### config.mk
export PLATFORM = sky130hd
export DESIGN_NAME = siphash_2_4_keyed_hash_unit
export DESIGN_NICKNAME = d
export VERILOG_FILES = /design/src/design/sip_pkg.sv /design/src/design/sip_datapath.sv /design/src/design/sip_controller.sv /design/src/design/siphash_2_4_keyed_hash_unit.sv
export SDC_FILE = /design/constraint.sdc
export NUM_CORES = 2
export LEC_CHECK = 0
export BUFFER_PORTS_ARGS = -buffer_cell sky130_fd_sc_hd__buf_2
export CAP_MARGIN = 20
export CORE_MARGIN = 1.5
export CORE_UTILIZATION = 40
export CTS_CLUSTER_DIAMETER = 100
export DETAILED_ROUTE_END_ITERATION = 7
export PLACE_DENSITY = 0.68
export SKIP_CTS_REPAIR_TIMING = 1
export SYNTH_ARGS = -nofsm -noshare
export SYNTH_HDL_FRONTEND = slang
export SYNTH_SLANG_ARGS = --single-unit
### constraint.sdc
create_clock -name i_clk -period 8.5 [get_ports i_clk]
set_clock_uncertainty 0.1 [all_clocks]
set_input_delay 0.425 -clock i_clk [delete_from_list [all_inputs] [get_ports i_clk]]
set_output_delay 0.425 -clock i_clk [all_outputs]
set_load 0.005 [all_outputs]
### src/design/sip_pkg.sv
// Shared types, constants and the SipRound function for the SipHash-2-4 unit.
// No dependencies; used by the controller, the datapath and the top level.
`default_nettype none

package sip_pkg;

    localparam int unsigned WORD_W   = 64;
    localparam int unsigned COUNT_W  = 4;
    localparam int unsigned LEN_W    = 8;
    localparam int unsigned CFG_IDX_W = 1;

    localparam logic [CFG_IDX_W-1:0] REG_KEY_LOW  = 1'd0;
    localparam logic [CFG_IDX_W-1:0] REG_KEY_HIGH = 1'd1;

    localparam logic [WORD_W-1:0] SIP_C0 = 64'h736f6d6570736575;
    localparam logic [WORD_W-1:0] SIP_C1 = 64'h646f72616e646f6d;
    localparam logic [WORD_W-1:0] SIP_C2 = 64'h6c7967656e657261;
    localparam logic [WORD_W-1:0] SIP_C3 = 64'h7465646279746573;
    localparam logic [WORD_W-1:0] SIP_FINAL_XOR = 64'h00000000000000ff;
    localparam int unsigned LEN_SHIFT = 56;

    typedef struct packed {
        logic [WORD_W-1:0] v0;
        logic [WORD_W-1:0] v1;
        logic [WORD_W-1:0] v2;
        logic [WORD_W-1:0] v3;
    } t_sip_state;

    // Controller to datapath commands
    typedef struct packed {
        logic load;    // take an input word (init on message start) and run a round
        logic inject;  // absorb the length-only block and run a round
        logic fin;     // flip v2 for finalization and run a round
        logic step;    // plain round
        logic mix;     // fold the current block into v0 after the round
        logic done;    // load the hash into the output register
    } t_cmd;

    // Datapath to controller status
    typedef struct packed {
        logic full;      // input word is absorbed as a full word
        logic out_free;  // output register can take a new hash this cycle
    } t_status;

    function automatic logic [WORD_W-1:0] rotl(input logic [WORD_W-1:0] x,
                                               input int unsigned n);
        rotl = (x << n) | (x >> (WORD_W - n));
    endfunction

    function automatic t_sip_state sip_permute(input t_sip_state s);
        t_sip_state r;
        r = s;
        r.v0 = r.v0 + r.v1;
        r.v2 = r.v2 + r.v3;
        r.v1 = rotl(r.v1, 13);
        r.v3 = rotl(r.v3, 16);
        r.v1 = r.v1 ^ r.v0;
        r.v3 = r.v3 ^ r.v2;
        r.v0 = rotl(r.v0, 32);
        r.v2 = r.v2 + r.v1;
        r.v0 = r.v0 + r.v3;
        r.v1 = rotl(r.v1, 17);
        r.v3 = rotl(r.v3, 21);
        r.v1 = r.v1 ^ r.v2;
        r.v3 = r.v3 ^ r.v0;
        r.v2 = rotl(r.v2, 32);
        sip_permute = r;
    endfunction

endpackage

`default_nettype wire

### src/design/sip_datapath.sv
// Datapath: key registers, SipHash state, length counter and output register.
// Depends on sip_pkg; driven by sip_controller commands.
`default_nettype none

module sip_datapath (
    input  wire logic                               i_clk,
    input  wire logic                               i_rst_n,
    input  wire logic                               i_cfg_wr_en,
    input  wire logic [sip_pkg::CFG_IDX_W-1:0]      i_cfg_index,
    input  wire logic [sip_pkg::WORD_W-1:0]         i_cfg_data,
    input  wire logic [sip_pkg::WORD_W-1:0]         i_message_word,
    input  wire logic [sip_pkg::COUNT_W-1:0]        i_byte_count,
    input  wire logic                               i_last,
    input  wire logic                               i_out_stall,
    input  wire sip_pkg::t_cmd                      i_cmd,
    output sip_pkg::t_status                        o_status,
    output logic                                    o_out_valid,
    output logic [sip_pkg::WORD_W-1:0]              o_hash_value
);

    logic [sip_pkg::WORD_W-1:0] r_key_low, r_key_high;
    sip_pkg::t_sip_state        r_v, n_v;
    logic [sip_pkg::WORD_W-1:0] r_blk, n_blk;
    logic [sip_pkg::LEN_W-1:0]  r_len, n_len;
    logic                       r_in_msg;
    logic                       r_out_valid;
    logic [sip_pkg::WORD_W-1:0] r_hash;

    logic                       full;
    logic [sip_pkg::LEN_W-1:0]  len_base;
    logic [sip_pkg::WORD_W-1:0] masked;
    sip_pkg::t_sip_state        init_v, rnd_in, rnd_out;

    assign full = !i_last || (i_byte_count >= sip_pkg::COUNT_W'(8));
    assign o_status.full     = full;
    assign o_status.out_free = !r_out_valid || !i_out_stall;

    always_comb begin
        init_v.v0 = r_key_low  ^ sip_pkg::SIP_C0;
        init_v.v1 = r_key_high ^ sip_pkg::SIP_C1;
        init_v.v2 = r_key_low  ^ sip_pkg::SIP_C2;
        init_v.v3 = r_key_high ^ sip_pkg::SIP_C3;
    end

    // Keep only the bytes below byte_count of a partial last word
    always_comb begin
        masked = '0;
        for (int i = 0; i < 8; i++) begin
            if (sip_pkg::COUNT_W'(i) < i_byte_count) begin
                masked[i*8 +: 8] = i_message_word[i*8 +: 8];
            end
        end
    end

    assign len_base = r_in_msg ? r_len : '0;

    always_comb begin
        n_len = r_len;
        n_blk = r_blk;
        rnd_in = r_v;
        if (i_cmd.load) begin
            if (full) begin
                n_len = len_base + sip_pkg::LEN_W'(8);
                n_blk = i_message_word;
            end else begin
                n_len = len_base + sip_pkg::LEN_W'(i_byte_count);
                n_blk = masked | (sip_pkg::WORD_W'(n_len) << sip_pkg::LEN_SHIFT);
            end
            rnd_in = r_in_msg ? r_v : init_v;
            rnd_in.v3 = rnd_in.v3 ^ n_blk;
        end else if (i_cmd.inject) begin
            n_blk = sip_pkg::WORD_W'(r_len) << sip_pkg::LEN_SHIFT;
            rnd_in.v3 = rnd_in.v3 ^ n_blk;
        end else if (i_cmd.fin) begin
            rnd_in.v2 = rnd_in.v2 ^ sip_pkg::SIP_FINAL_XOR;
        end
        rnd_out = sip_pkg::sip_permute(rnd_in);
        n_v = r_v;
        if (i_cmd.load || i_cmd.inject || i_cmd.fin || i_cmd.step) begin
            n_v = rnd_out;
            if (i_cmd.mix) begin
                n_v.v0 = rnd_out.v0 ^ r_blk;
            end
        end
    end

    always_ff @(posedge i_clk) begin
        if (!i_rst_n) begin
            r_key_low   <= '0;
            r_key_high  <= '0;
            r_v         <= '0;
            r_len       <= '0;
            r_in_msg    <= 1'b0;
            r_out_valid <= 1'b0;
        end else begin
            if (i_cfg_wr_en) begin
                unique case (i_cfg_index)
                    sip_pkg::REG_KEY_LOW:  r_key_low  <= i_cfg_data;
                    sip_pkg::REG_KEY_HIGH: r_key_high <= i_cfg_data;
                    default: ;
                endcase
            end
            r_v   <= n_v;
            r_len <= n_len;
            if (i_cmd.load) begin
                r_in_msg <= 1'b1;
            end else if (i_cmd.done) begin
                r_in_msg <= 1'b0;
            end
            if (i_cmd.done) begin
                r_out_valid <= 1'b1;
            end else if (!i_out_stall) begin
                r_out_valid <= 1'b0;
            end
        end
    end

    always_ff @(posedge i_clk) begin
        r_blk <= n_blk;
        if (i_cmd.done) begin
            r_hash <= r_v.v0 ^ r_v.v1 ^ r_v.v2 ^ r_v.v3;
        end
    end

    assign o_out_valid  = r_out_valid;
    assign o_hash_value = r_hash;

endmodule

`default_nettype wire

### src/design/sip_controller.sv
// Controller state machine: sequences rounds for words, length block and finalization.
// Depends on sip_pkg; commands sip_datapath.
`default_nettype none

module sip_controller (
    input  wire logic               i_clk,
    input  wire logic               i_rst_n,
    input  wire logic               i_in_valid,
    input  wire logic               i_last,
    input  wire sip_pkg::t_status   i_status,
    output logic                    o_in_stall,
    output sip_pkg::t_cmd           o_cmd
);

    localparam logic [2:0] ST_IDLE = 3'd0;
    localparam logic [2:0] ST_RND2 = 3'd1;
    localparam logic [2:0] ST_INJ  = 3'd2;
    localparam logic [2:0] ST_FIN  = 3'd3;
    localparam logic [2:0] ST_FRND = 3'd4;
    localparam logic [2:0] ST_DONE = 3'd5;

    logic [2:0] r_state, n_state;
    logic       r_last, n_last;
    logic       r_pend, n_pend;
    logic [1:0] r_cnt, n_cnt;
    logic       accept;

    assign o_in_stall = (r_state != ST_IDLE);
    assign accept     = i_in_valid && !o_in_stall;

    always_comb begin
        n_state = r_state;
        n_last  = r_last;
        n_pend  = r_pend;
        n_cnt   = r_cnt;
        o_cmd   = '0;
        unique case (r_state)
            ST_IDLE: begin
                if (accept) begin
                    o_cmd.load = 1'b1;
                    n_last  = i_last;
                    n_pend  = i_last && i_status.full;
                    n_state = ST_RND2;
                end
            end
            ST_RND2: begin
                o_cmd.step = 1'b1;
                o_cmd.mix  = 1'b1;
                if (!r_last) begin
                    n_state = ST_IDLE;
                end else if (r_pend) begin
                    n_state = ST_INJ;
                end else begin
                    n_state = ST_FIN;
                end
            end
            ST_INJ: begin
                o_cmd.inject = 1'b1;
                n_pend  = 1'b0;
                n_state = ST_RND2;
            end
            ST_FIN: begin
                o_cmd.fin = 1'b1;
                n_cnt   = '0;
                n_state = ST_FRND;
            end
            ST_FRND: begin
                o_cmd.step = 1'b1;
                n_cnt = r_cnt + 2'd1;
                if (r_cnt == 2'd2) begin
                    n_state = ST_DONE;
                end
            end
            ST_DONE: begin
                if (i_status.out_free) begin
                    o_cmd.done = 1'b1;
                    n_state = ST_IDLE;
                end
            end
            default: n_state = ST_IDLE;
        endcase
    end

    always_ff @(posedge i_clk) begin
        if (!i_rst_n) begin
            r_state <= ST_IDLE;
            r_last  <= 1'b0;
            r_pend  <= 1'b0;
            r_cnt   <= '0;
        end else begin
            r_state <= n_state;
            r_last  <= n_last;
            r_pend  <= n_pend;
            r_cnt   <= n_cnt;
        end
    end

    a_accept_rounds: assert property (@(posedge i_clk) disable iff (!i_rst_n)
        accept |=> (r_state == ST_RND2))
        else $error("accepted transaction did not start its second round");

    a_final_rounds: assert property (@(posedge i_clk) disable iff (!i_rst_n)
        (r_state == ST_FRND && r_cnt == 2'd2) |=> (r_state == ST_DONE))
        else $error("finalization did not end after four rounds");

    a_inject_once: assert property (@(posedge i_clk) disable iff (!i_rst_n)
        (r_state == ST_INJ) |=> (r_state == ST_RND2 && !r_pend))
        else $error("length block not absorbed exactly once");

endmodule

`default_nettype wire

### src/design/siphash_2_4_keyed_hash_unit.sv
// Top level of the SipHash-2-4 keyed hash unit.
// Depends on sip_pkg, sip_controller and sip_datapath.
`default_nettype none

// SipHash-2-4 over a byte message under a 128-bit key (key_low at index 0,
// key_high at index 1). Keys are sampled when the first word of a message is
// taken, so a write during a message applies to the next one. Words arrive
// little-endian, first byte in bits 7:0; byte_count matters only on the last
// transaction, where 0..7 bytes form the final block directly and 8 or more
// absorb the word and then a length-only block. While rounds remain, one
// SipRound runs per cycle on a single shared round unit. One transaction is
// handled at a time: a non-last word runs its compression rounds, and a last
// one also the length block if any, finalization, and a wait for the output
// register to free. The hash sits in an output register, so the next message
// may start while the previous hash still waits to be taken.
module siphash_2_4_keyed_hash_unit (
    input  wire logic                               i_clk,
    input  wire logic                               i_rst_n,
    // configuration write port
    input  wire logic                               i_cfg_wr_en,
    input  wire logic [sip_pkg::CFG_IDX_W-1:0]      i_cfg_index,
    input  wire logic [sip_pkg::WORD_W-1:0]         i_cfg_data,
    // input channel
    input  wire logic                               i_in_valid,
    output logic                                    o_in_stall,
    input  wire logic [sip_pkg::WORD_W-1:0]         i_message_word,
    input  wire logic [sip_pkg::COUNT_W-1:0]        i_byte_count,
    input  wire logic                               i_last,
    // output channel
    output logic                                    o_out_valid,
    input  wire logic                               i_out_stall,
    output logic [sip_pkg::WORD_W-1:0]              o_hash_value
);

    sip_pkg::t_cmd    cmd;
    sip_pkg::t_status status;

    // Sequence rounds; accept a transaction only when idle
    sip_controller u_ctrl (
        .i_clk      (i_clk),
        .i_rst_n    (i_rst_n),
        .i_in_valid (i_in_valid),
        .i_last     (i_last),
        .i_status   (status),
        .o_in_stall (o_in_stall),
        .o_cmd      (cmd)
    );

    // Hold keys, hash state, length and the output register
    sip_datapath u_dp (
        .i_clk          (i_clk),
        .i_rst_n        (i_rst_n),
        .i_cfg_wr_en    (i_cfg_wr_en),
        .i_cfg_index    (i_cfg_index),
        .i_cfg_data     (i_cfg_data),
        .i_message_word (i_message_word),
        .i_byte_count   (i_byte_count),
        .i_last         (i_last),
        .i_out_stall    (i_out_stall),
        .i_cmd          (cmd),
        .o_status       (status),
        .o_out_valid    (o_out_valid),
        .o_hash_value   (o_hash_value)
    );

endmodule

`default_nettype wire

* Word-level counts from Yosys, hierarchy flattened *
Index checks and enable logic that the tools add are counted.

storage, ports and cells
  bits in registers = 529
  logic and storage cells = 129

operators by class
  $lt $le $gt $ge = 9
  bitwise logic cells = 23
  reductions and logical operators = 23
  eq/ne operators = 10
  $add $sub $neg = 7
  mux-type cells = 42

operators with widths
  operator               number
  $xor A64 B64 Y64       10
  $mux W64               6
  $add A64 B64 Y64       4
  $mux W128              2
  $mux W256              1
  $or A64 B32 Y64        2
  $mux W8                12
  $or A64 B13 Y64        1
  $or A64 B16 Y64        1
  $or A64 B17 Y64        1
  $or A64 B21 Y64        1
  $or A64 B64 Y64        1
  $not A37 Y37           1
  $not A35 Y35           1
  $not A34 Y34           1
  $not A32 Y32           1
  $pmux W3 S6            1
  $lt A3 B4 Y1 const A   4
  $mux W1                14
  $mux W3                3
  $add A8 B4 Y8          1
  $add A8 B4 Y8 const B  1
  $lt A1 B4 Y1 const A   2
  $lt A2 B4 Y1 const A   2
  other kinds (22)       40

* Depth between registers and ports, before layout *
  depth after elaboration = 13
  depth in mapped cells = 42
  depth with buffers taken out = 38

* By module *
Synthesis repeated with hierarchy kept, for this count alone.

second synthesis, totals
  cells, all modules = 5,435
  area total of the unflattened synthesis = 42,689.7 µm²

modules (own cells, without submodules)
  module          instances  seq. area each (µm²)  area each (µm²)  cells an instance
  sip_datapath    1          11,731.3              42,241.8         5,386
  sip_controller  1          140.1                 447.9            49

* Worst setup path after synthesis *
OpenSTA, ideal clock, no wires.

  kind = register to register
  from = register u_dp.r_in_msg
  to = register u_dp.r_v[248] (netlist name)
  data required time = 8.268 ns
  arrival = 8.238 ns
  cell stages (with the launch flop) = 40
  path slack = 0.030 ns
  cells stage by stage = dfxtp_1 > buf_2 > clkinv_1 > nand2_1 > clkbuf_1 > clkbuf_1 > clkbuf_1 > clkbuf_1 > clkbuf_1 > clkbuf_1 > nand2_1 > o21ai_0 > ha_1 > fa_1 > a211oi_1 > nor2_1 > nor4_1 > nor2_1 > [4 not listed] > o31a_4 > o31ai_4 > xor2_2 > xor2_1 > ha_1 > nand2_1 > o21ai_0 > a21o_1 > a21oi_1 > o21ai_0 > o31ai_1 > a21oi_1 > o2111ai_1 > a21oi_1 > o211a_1 > a2111oi_0 > xnor2_1 > a21oi_1

on the way
  longest elaborated chain between the ends = 12
  elaborated cells on any way between the ends = 17
  those cells by class = add/sub (4); mux (7); bitwise (6)

ends and longest elaborated chain
  what                                                        RTL line                      source
  start: declaration                                          sip_datapath.sv:25            logic r_in_msg;
  start signal: assignment                                    sip_datapath.sv:93            r_in_msg <= 1'b0;
  start signal: assignment                                    sip_datapath.sv:106           r_in_msg <= 1'b1;
  start signal: assignment                                    sip_datapath.sv:108           r_in_msg <= 1'b0;
  $mux W8                                                     sip_datapath.sv:55            assign len_base = r_in_msg ? r_len : '0;
  $add A8 B4 Y8                                               sip_datapath.sv:66            n_len = len_base + sip_pkg::LEN_W'(i_byte_count);
  $or A64 B64 Y64                                             sip_datapath.sv:67            n_blk = masked | (sip_pkg::WORD_W'(n_len) << sip_pkg::LEN_SHIFT);
  $mux W64                                                    sip_datapath.sv:62            if (full) begin
  $mux W64                                                    sip_datapath.sv:61            if (i_cmd.load) begin
  $xor A64 B64 Y64                                            sip_datapath.sv:70            rnd_in.v3 = rnd_in.v3 ^ n_blk;
  $mux W128                                                   sip_datapath.sv:61
  $add A64 B64 Y64 / $or A64 B16 Y64 (equally long branches)  sip_pkg.sv:54, sip_pkg.sv:47
  $xor A64 B64 Y64                                            sip_pkg.sv:58                 r.v3 = r.v3 ^ r.v2;
  $add A64 B64 Y64 (*)                                        sip_pkg.sv:61                 r.v0 = r.v0 + r.v3;
  $xor A64 B64 Y64                                            sip_datapath.sv:82            n_v.v0 = rnd_out.v0 ^ r_blk;
  $mux W64 (*)                                                sip_datapath.sv:81            if (i_cmd.mix) begin
  end signal: assignment                                      sip_datapath.sv:103           r_v <= n_v;
  end: declaration                                            sip_datapath.sv:22            sip_pkg::t_sip_state r_v, n_v;

Every way passes the cells marked *; elsewhere a longest branch is shown, timed or not. The select of a mux whose other input is x is not followed.
A chain may end at the register's enable or synchronous reset.

* Final worst setup path *
  from = register u_ctrl.r_state[0]
  to = register u_dp.r_v[254] (netlist name)

on the way
  longest elaborated chain between the ends = 11
  elaborated cells on any way between the ends = 31
  those cells by class = add/sub (3); eq/ne (4); mux (12); bitwise (4); reduce/logical (8)

ends and longest elaborated chain
  what                                                        RTL line                      source
  start: declaration                                          sip_controller.sv:22          logic [2:0] r_state, n_state;
  start signal: assignment                                    sip_controller.sv:91          r_state <= n_state;
  $reduce_bool A3 Y1                                          sip_controller.sv:28          assign o_in_stall = (r_state != ST_IDLE);
  $logic_not A1 Y1                                            sip_controller.sv:29          assign accept = i_in_valid && !o_in_stall;
  $logic_and A1 B1 Y1                                         sip_controller.sv:29
  $mux W1                                                     sip_controller.sv:39          if (accept) begin
  $mux W1                                                     sip_controller.sv:37          unique case (r_state)
  $mux W128                                                   sip_datapath.sv:61
  $add A64 B64 Y64 (tied with other cells)                    sip_pkg.sv:53                 r.v0 = r.v0 + r.v1;
  $or A64 B32 Y64 / $xor A64 B64 Y64 (equally long branches)  sip_pkg.sv:47, sip_pkg.sv:58
  $add A64 B64 Y64                                            sip_pkg.sv:61
  $xor A64 B64 Y64                                            sip_datapath.sv:82
  $mux W64                                                    sip_datapath.sv:81

Several ways; a longest one is shown, not always the timed one.

==> results.md <==
* WL/cell at 31.2 µm
* Final WL at 267 mm
* Area grow syn2layout at 38.0%
* TNS Setup at 0 ns
* CP required at 8.91 ns
* Distinct cells, synth at 102
* Synthesized area per cell at 7.66 µm²
* Clk pin slew, worst setup/hold paths at 0.06 ns
* 1st-pass router iterations at 8
* Pre-CTS setup slack at -0.611 ns
* Vias at 50,432
* WP data arrival at 8.77 ns
* Critical path peak fanout at 39
* Max-cap violation count at 0
* Crit Path Category: register to register
* Final WS setup at 0.136 ns
* Post-Syn Instances at 5,616
* Cell row count at 120
* Largest net degree at the start of global routing at 156
* HP Start: i_message_word[9]
* Pins Over Slew Limit at 0
* FF-to-FF setup slack at 0.14 ns
* TritonCTS Buffers at 67
* WHS at 0.00291 ns
* Gr usage total at 47.2%
* Worst hold path endpoint: u_dp.r_blk[9]$_SDFFCE_PP0P_
* Die H at 331 µm
* Number of DRC markers in iteration 0 at 6,789
* Core area at 107,000 µm²
* Number of H-tree levels at 3
* Residual DRC count at 0
* Placer Congestion at 1.17
* Share of post-route cells with drive strength above 1 at 27.0%
* # setup viols final at 0
* CTS tree: done
* Die area at 110,000 µm²
* Ys Warns at 0
* First-pass GRT wire length at 357 mm
* DIE WIDTH at 331 µm
* Leading post-synthesis cells by cell area: dfxtp_1 19%, nand2_1 9.2%, xnor2_1 9.1%
* Worst Hold Depth at 2
* Largest delay share family, worst path: compound AO/OA/AOI/OAI gates
* Mapped Nets at 6,018
* Synthesized flop and latch total at 529
* Number of global-route vias before repair at 46,167
* Post-synth EDFFs at 128
* FF-to-FF Start: u_ctrl.r_state[0]$_SDFFE_PN0P_
* Nets at 7,493
* Slowest cell on the critical path: or4b_4
* Max Freq at 120 MHz
* Clk_lat worst skew at 0.67 ns
* Yosys top cell by area: dfxtp_1
* Ys async rst share at 0%
* Clk buf depth at 3
* Starting Density at 40.2%
* Worst slew margin at 12.5%
* DR vias/cell at 5.90
* Remaining global-route overflow at 0
* Seq/Total Area, Yosys at 27.6%
* Antenna violations before repair at 17
* Worst Max-Slew Pin Slew at 1.30 ns
* Clock root cell: clkbuf_16
* Crit path buf inv count at 9
* Crit path largest cell delay at 0.59 ns
* Placed Cells at 8,347
* Hold WC Path Type: primary input to register
* FF-to-FF End: u_dp.r_v[254]$_SDFFE_PN0P_
* Post-Syn Area at 43,000 µm²
* RSZ-0062 raised after global routing: true
* Startpoint types: register
* Final hold vios at 0
* Worst r2r path cells at 37
* Setup crit end kind: register
* Io pins at 205
* Post-route insts no fill at 8,553
* Yosys top cell area share at 18.7%
* Period Utilization, post-route at 98.4%
* Status: completed
* Port Buffers at 204
* Routed Antenna Nets at 0
* Clock Sinks at 529
* Synth Flop Type: dfxtp_1
* Post-DP HPWL at 223 mm
* Final min period at 8.36 ns
-- layout make-up --
type,instances,area (µm²)
multi-input combinational,4652,30200
clock buffer,91,1900
tap,1403,1760
timing repair buffer,1713,12900
inverter,128,488
antenna,4,10.0
sequential,529,11900
fill,10198,47600
clock inverter,33,282
-- worst register-to-register path: cells and delay by family, from the launching register on --
kind                     cells  cell delay [ns]
adder cells (fa/ha/maj)      2             0.65
AND/OR/NAND/NOR              8             2.02
AO/OA/AOI/OAI               16             3.08
XOR/XNOR                     2             0.49
buffers and inverters        9             1.57
flip-flops                   1             0.33
-- kinds of logic after synthesis --
| logic type | share of synthesized area, % |
|---|---|
| DFF | 27.6 |
| xor gates and xnor gates | 17.0 |
| buffers and inverters | 3.85 |
| muxes | 1.20 |
| AOI/OAI and AO/OA | 24.2 |
| and+or+nand+nor | 18.5 |
| adders and majority gates | 7.74 |
-- layer usage --
layer | vias to the layer above | wire [µm] | track usage [%] | part of all wire (%)
li1 | 22576 | - | - | -
met5 | - | 111 | 0 | 0.042
met3 | 649 | 29900 | 12.5 | 11
met4 | 16 | 22400 | 31.8 | 8.4
met1 | 24122 | 106000 | 61.1 | 40
met2 | 3069 | 108000 | 68.4 | 41
-- worst max path at each step --
stage                                              start                    endpoint  slack [ns]  cells after the start
after global routing      u_ctrl.r_state[0]$_SDFFE_PN0P_  u_dp.r_v[177]$_SDFFE_PN0P_       -0.17                     37
after floorplan               u_dp.r_in_msg$_SDFFE_PN0P_  u_dp.r_v[248]$_SDFFE_PN0P_        0.03                     39
after CTS                 u_ctrl.r_state[0]$_SDFFE_PN0P_   u_dp.r_v[40]$_SDFFE_PN0P_       -0.59                     37
after detailed placement                      i_in_valid   u_dp.r_v[40]$_SDFFE_PN0P_       -0.61                     38
after global placement                        i_in_valid   u_dp.r_v[40]$_SDFFE_PN0P_       -0.45                     38
final                     u_ctrl.r_state[0]$_SDFFE_PN0P_  u_dp.r_v[254]$_SDFFE_PN0P_        0.14                     37
-- cells in the mapped netlist (11+ instances only) --
library cell and instances:
nor2_1 349, a21boi_0 14, o21ai_0 344, nor3_1 92, o211ai_1 13, o21bai_1 67
o31ai_1 17, a31oi_1 35, buf_2 11, nor2b_1 33, a22oi_1 28, and2_1 28
ha_1 258, nor4_1 17, a21o_1 197, inv_1 127, xnor2_1 445, nand2_1 1059
dfxtp_1 401, nand3_1 54, nand2b_1 39, edfxtp_1 128, buf_1 37, and3_1 52
a21oi_1 667, mux2_2 11, clkbuf_1 258, or3_1 13, xor2_1 349, o221ai_1 11
o21a_1 37, mux2i_1 39, a211oi_1 119, nand4_1 48, or2_2 11
-- sequential cells by signal (all words and copies together), names as in the netlist --
name / cells
u_ctrl.r_cnt: 2
u_dp.o_hash_value: 64
u_ctrl.r_state: 3
u_ctrl.r_pend: 1
u_dp.r_blk: 64
u_dp.r_key_high: 64
u_dp.o_out_valid: 1
u_dp.r_len: 8
u_dp.r_v: 256
u_dp.r_key_low: 64
u_dp.r_in_msg: 1
u_ctrl.r_last: 1
-- placed cells by master (no fill, tap or decap), drive strengths merged, types with 120 or more instances in the layout --
master / n
a21o: 197
xor2: 354
a211oi: 120
a21oi: 671
dfxtp: 401
buf: 1644
edfxtp: 128
o21ai: 356
nand2: 1060
xnor2: 446
inv: 133
ha: 258
nor2: 351
-- stage by stage --
step           utilization [%]  instance area (µm²)
3_3_place_gp              52.2                55800
3_5_place_dp              52.2                55800
6_report                  55.5                59300
5_1_grt                   55.5                59300
2_1_floorplan                -                43000
4_1_cts                   54.2                58000
Power is not shown: default switching activity piles up to over one toggle a cycle in this logic, so the estimate is an artifact.
